### src/hw/rtl/hpt_pkg.sv
package hpt_pkg;

    localparam int FRAC_BITS_DEF   = 16;
    localparam int QUEUE_DEPTH_DEF = 4;
    localparam int NUM_REGS        = 8;
    localparam int ADDR_W          = 6;
    localparam int LANES           = 3;
    // quotient bits kept before clamping (magnitude up to 2^33)
    localparam int QBITS           = 33;
    // width of |S| << FRAC_BITS, independent of FRAC_BITS
    localparam int NUM_W           = 66;

    // register indexes
    localparam logic [2:0] REG_COL0_R01   = 3'd0;
    localparam logic [2:0] REG_COL1_R01   = 3'd2;
    localparam logic [2:0] REG_COL2_R23   = 3'd5;
    localparam logic [2:0] REG_TRANSL_R23 = 3'd7;

    typedef struct packed {
        logic signed [31:0] point_x;
        logic signed [31:0] point_y;
        logic signed [31:0] point_z;
    } point_t;

    typedef struct packed {
        logic signed [31:0] result_x;
        logic signed [31:0] result_y;
        logic signed [31:0] result_z;
        logic               divided;
    } result_t;

endpackage

### src/hw/rtl/hpt_queue.sv
module hpt_queue
    import hpt_pkg::*;
#(
    parameter int W     = 8,
    parameter int DEPTH = QUEUE_DEPTH_DEF
)
(
    input  logic         clk,
    input  logic         rst_n,
    input  logic         wr,
    input  logic [W-1:0] wdata,
    output logic         full,
    input  logic         rd,
    output logic [W-1:0] rdata,
    output logic         empty
);

    localparam int AW = (DEPTH > 1) ? $clog2(DEPTH) : 1;

    logic [W-1:0]  mem_reg [DEPTH];
    logic [AW-1:0] wr_ptr_reg, wr_ptr_next;
    logic [AW-1:0] rd_ptr_reg, rd_ptr_next;
    logic [AW:0]   cnt_reg, cnt_next;
    logic          do_wr, do_rd;

    assign full  = (cnt_reg == (AW+1)'(DEPTH));
    assign empty = (cnt_reg == '0);
    assign rdata = mem_reg[rd_ptr_reg];
    assign do_wr = wr && !full;
    assign do_rd = rd && !empty;

    always_comb
    begin
        wr_ptr_next = wr_ptr_reg;
        rd_ptr_next = rd_ptr_reg;
        cnt_next    = cnt_reg;
        if (do_wr)
        begin
            wr_ptr_next = (wr_ptr_reg == AW'(DEPTH-1)) ? '0 : wr_ptr_reg + 1'b1;
        end
        if (do_rd)
        begin
            rd_ptr_next = (rd_ptr_reg == AW'(DEPTH-1)) ? '0 : rd_ptr_reg + 1'b1;
        end
        if (do_wr && !do_rd)
        begin
            cnt_next = cnt_reg + 1'b1;
        end
        else if (do_rd && !do_wr)
        begin
            cnt_next = cnt_reg - 1'b1;
        end
    end

    always_ff @(posedge clk or negedge rst_n)
    begin
        if (!rst_n)
        begin
            wr_ptr_reg <= '0;
            rd_ptr_reg <= '0;
            cnt_reg    <= '0;
        end
        else
        begin
            wr_ptr_reg <= wr_ptr_next;
            rd_ptr_reg <= rd_ptr_next;
            cnt_reg    <= cnt_next;
        end
    end

    always_ff @(posedge clk)
    begin
        if (do_wr)
        begin
            mem_reg[wr_ptr_reg] <= wdata;
        end
    end

    a_cnt_bound: assert property (@(posedge clk) disable iff (!rst_n)
        cnt_reg <= (AW+1)'(DEPTH))
        else $error("queue count beyond depth");

    a_no_overrun: assert property (@(posedge clk) disable iff (!rst_n)
        (wr && full) |-> !do_wr ##1 (cnt_reg <= (AW+1)'(DEPTH)))
        else $error("write into full queue");

    a_cnt_track: assert property (@(posedge clk) disable iff (!rst_n)
        (do_wr && !do_rd) |=> (cnt_reg == $past(cnt_reg) + 1'b1))
        else $error("queue count did not follow write");

endmodule

### config.mk
export PLATFORM = sky130hd
export DESIGN_NAME = hpt_queue
export DESIGN_NICKNAME = d
export VERILOG_FILES = /design/src/hw/rtl/hpt_pkg.sv /design/src/hw/rtl/hpt_queue.sv
export SDC_FILE = /design/constraint.sdc
export NUM_CORES = 1
export LEC_CHECK = 0
export ABC_CLOCK_PERIOD_IN_PS = 2700
export BUFFER_PORTS_ARGS = -buffer_cell sky130_fd_sc_hd__buf_4
export CORE_ASPECT_RATIO = 1.25
export CORE_MARGIN = 5
export CORE_UTILIZATION = 35
export DETAILED_ROUTE_END_ITERATION = 7
export PLACE_DENSITY = 0.5
export SKIP_LAST_GASP = 1
export SYNTH_ARGS = -nofsm -noshare
export SYNTH_HDL_FRONTEND = slang
export SYNTH_SLANG_ARGS = --single-unit
### constraint.sdc
create_clock -name clk -period 2.7 [get_ports clk]
set_clock_uncertainty 0.1 [all_clocks]
set_input_delay 0.54 -clock clk [delete_from_list [all_inputs] [get_ports clk]]
set_output_delay 0.54 -clock clk [all_outputs]
set_load 0.01 [all_outputs]
==> results <==
- The number of endpoints with negative hold slack in the final report is 0.
- After routing the design area is approximately 1900 µm².
- Counting every net in the synthesized netlist gives just under 100.
- Wires add up to around 2.6 mm.
- At the worst endpoint, the required time is ~2000 ps.
- Clock-pin slew was measured on the worst setup and hold paths at about 70 ps.
- The peak clock frequency supported by timing is roughly 420 MHz.
- Setup violations remaining at the end of the flow were counted as 0.
- The tightest hold path in the finished design has a slack of about 360 ps.
- Dividing the detail-routed wire length by the instance count gives approximately 16 µm.
- The number of global-route vias before repair is around 850.
- The area used by sequential logic in the layout is ~1100 µm².
- Headroom to the max-slew limit came out at 0.609.
- Measured along the x axis, the die boundary spans just over 70 µm.
- The filler cells instantiated in the layout total approximately 420.
- The number of distinct standard cells referenced by the synthesized netlist is 19.
- Yosys printed 0 warnings.
- For the pin with the worst max-slew slack, the measured transition is approximately 600 ps.
- The kind of start point of the critical path is a register.
- The routed layout has 760 vias.
- The tool flagged a number of max-cap violations equal to 0.
- The count of boundary I/O pins is 22.
- By startpoint and endpoint, the worst setup path is classified as register to output pin.
- The weighted congestion reported at the end of routability-driven placement is roughly 0.64.
- The worst setup path is captured at an output pin.
- The power per unit of standard cell area is roughly 1100 nW/µm².
- CTS placed an instance of sky130_fd_sc_hd__clkbuf_8 at the clock tree root.
- For this run, the total global-route usage over all layers was measured as 0.0942.
- The sum of overflow across all layers after global routing is 0.
- The worst vdd rail ir drop is 518 µV.
- Measured along the y axis, the die boundary spans ~86 µm.
- Data arrives at the worst endpoint at ~1800 ps.
- The cell count after synthesis is a little under 80.
- Setup repair after global routing left no endpoint under its margin.
- The half-perimeter wire length after placement is about 1.8 mm.
- The die covers between 6000 and 7000 µm².
- The sequential fraction of the synthesis area is 0.701.
- The remaining number of nets flagged by the antenna check after routing is 0.
- The number of clock buffers added by TritonCTS is 5.
- The post-synthesis cell area is around 1600 µm².
- In this run the core area contains 27 standard-cell rows.
- The worst path in the final design needs a cycle of about 2400 ps, including I/O delays and setup.
- The initial utilization of the core area, before any placement, comes to 0.363.
- The final cycle utilization of the critical path is 0.884.
- On the worst path, the slowest cell contributes a delay of around 720 ps.
- The multi-input gate area in the final layout is approximately 450 µm².
- Counting every sink on the clock net gives 39.
- The cell area reported after detailed placement is approximately 1800 µm².
- The later-pin clock latency in the skew report is roughly 280 ps.
- The count of port buffers added during placement is 21.
- The total negative slack for setup checks is 0 ps.
- The largest individual stage delay along the critical path comes from the cell sky130_fd_sc_hd__dfrtp_1.
- After synthesis the netlist holds a flip-flop and latch count of 39.
- Walking the worst path, the cells encountered are mux4_2 -> buf_4.
- The number of hold buffers added after CTS was 1.
- The repair_antennas step left the layout with diodes totalling 0.
- The number of pins exceeding their max-slew limit in the final report is 0.
- The number of detailed-routing iterations run before antenna repair is 4.
- The largest net degree at the start of global routing is 12.
- The run finished with clean final reports.
- After detailed routing, the number of vias per cell comes to around 4.7.
- TritonCTS built the clock tree.
- The clock passes through at most 2 buffers.
- The number of antenna violations at the first check in global routing is 0.
- The first global-routing pass estimated approximately 4.2 mm of wire.
- The worst-path maximum fanout is 11.
- The reported leakage power is just over 0.7 nW.
- At the end of the flow the core is filled with cells to 0.436.
- The number of buffers and inverters on the critical path is 1.
- The maximum level of the CTS H-tree is 2.
- Buffers added to address setup during post-CTS repair amount to 0.
- The total core area is around 4500 µm².
- The kind of path behind the tightest hold check is primary input to register.
- The layout overhead on the synthesized area is 19.9%.
- After detailed routing, the number of remaining DRC violations is 0.
- The kind of cell with the highest combined delay along the critical path is flip-flops.
- The average instance in the mapped netlist occupies slightly above 20 µm².
- In this run, the number of DRC markers left after iteration 0 of detailed routing was 41.
- The share of cells above drive strength 1 is 0.448.
- After the last flow step, the layout net total stands at ~120.
- The number of gates resized after CTS was 0.
- The register with the most flip-flops in the layout has 32 of them.
[placed cells by master, fill, tap and decap left out, drive strengths merged, types with 2 or more instances in the layout]
master | Yosys | layout
inv | 3 | 3
xor2 | 2 | 2
mux4 | 8 | 8
dfrtp | 7 | 7
buf | 3 | 21
ha | 6 | 6
nor2 | 3 | 3
and2 | 4 | 4
clkbuf | 0 | 6
mux2 | 5 | 5
edfxtp | 32 | 32
[synthesized netlist by cell type, drive strengths merged]
master,number,share of area
and2,4,0.019
buf,3,0.012
dfrtp,7,0.11
edfxtp,32,0.59
fa,1,0.012
ha,6,0.046
inv,3,0.0069
mux2,5,0.039
mux4,8,0.11
nand2b,1,0.0085
nor2,3,0.0069
nor2b,1,0.0054
nor3,1,0.0031
nor3b,1,0.012
xnor2,1,0.0054
xor2,2,0.011
[routing by layer]
metal / global-route usage / up-vias / routed length, µm
li1: - / 349 / -
met1: 0.110 / 390 / 1110
met2: 0.147 / 19 / 1300
met3: 0.0469 / 2 / 169
met4: 0.0410 / 0 / 22
met5: 0 / - / 0
[stage by stage]
stage / total power (W) / setup slack (ps) / instances
final: 0.00208 / 313 / 163
after detailed placement: 0.00167 / 509 / 155
after global routing: 0.00222 / 190 / 163
after floorplan: 0.00141 / 536 / 79
after CTS: 0.00213 / 256 / 163
after global placement: 0.00164 / 488 / 155
[worst paths after layout]
check	from	end	slack, ps	cells after the start
worst max-delay path	rd_ptr_reg[0]	rdata[4]	310	2
worst min-delay path	wdata[3]	mem_reg[0][3]	360	1
worst max register to register	cnt_reg[2]	cnt_reg[2]	580	8
worst min register to register	cnt_reg[2]	cnt_reg[2]	400	1
max in group asynchronous	rst_n	rd_ptr_reg[0]	1880	2
min in group asynchronous	rst_n	cnt_reg[1]	500	2
[cells by family (layout without fill, tap and decap cells)]
| family | after synthesis | in the layout | share of synthesized area |
|---|---|---|---|
| mux | 13 | 13 | 0.151 |
| flops | 39 | 39 | 0.701 |
| simple gates | 11 | 11 | 0.0541 |
| xor+xnor | 3 | 3 | 0.0162 |
| buf+inv | 6 | 32 | 0.0193 |
| fa+ha+maj | 7 | 7 | 0.0587 |
[area by class of cell]
cell class / count / share of cell area
clock inverter: 1 / 0.0155
clock buffer: 6 / 0.0373
tap: 58 / 0.0373
timing repair buffer: 22 / 0.0863
inverter: 3 / 0.00580
sequential: 39 / 0.585
multi-input combinational: 34 / 0.233
[power breakdown]
part / switching [W] / leakage (nW) / total [W] / internal (W)
Sequential: 0.000144 / 0.375 / 0.000959 / 0.000815
Combinational: 0.000269 / 0.299 / 0.000669 / 0.000401
Clock: 0.000184 / 0.0513 / 0.000455 / 0.000271
(Power assumes the default switching activity.)
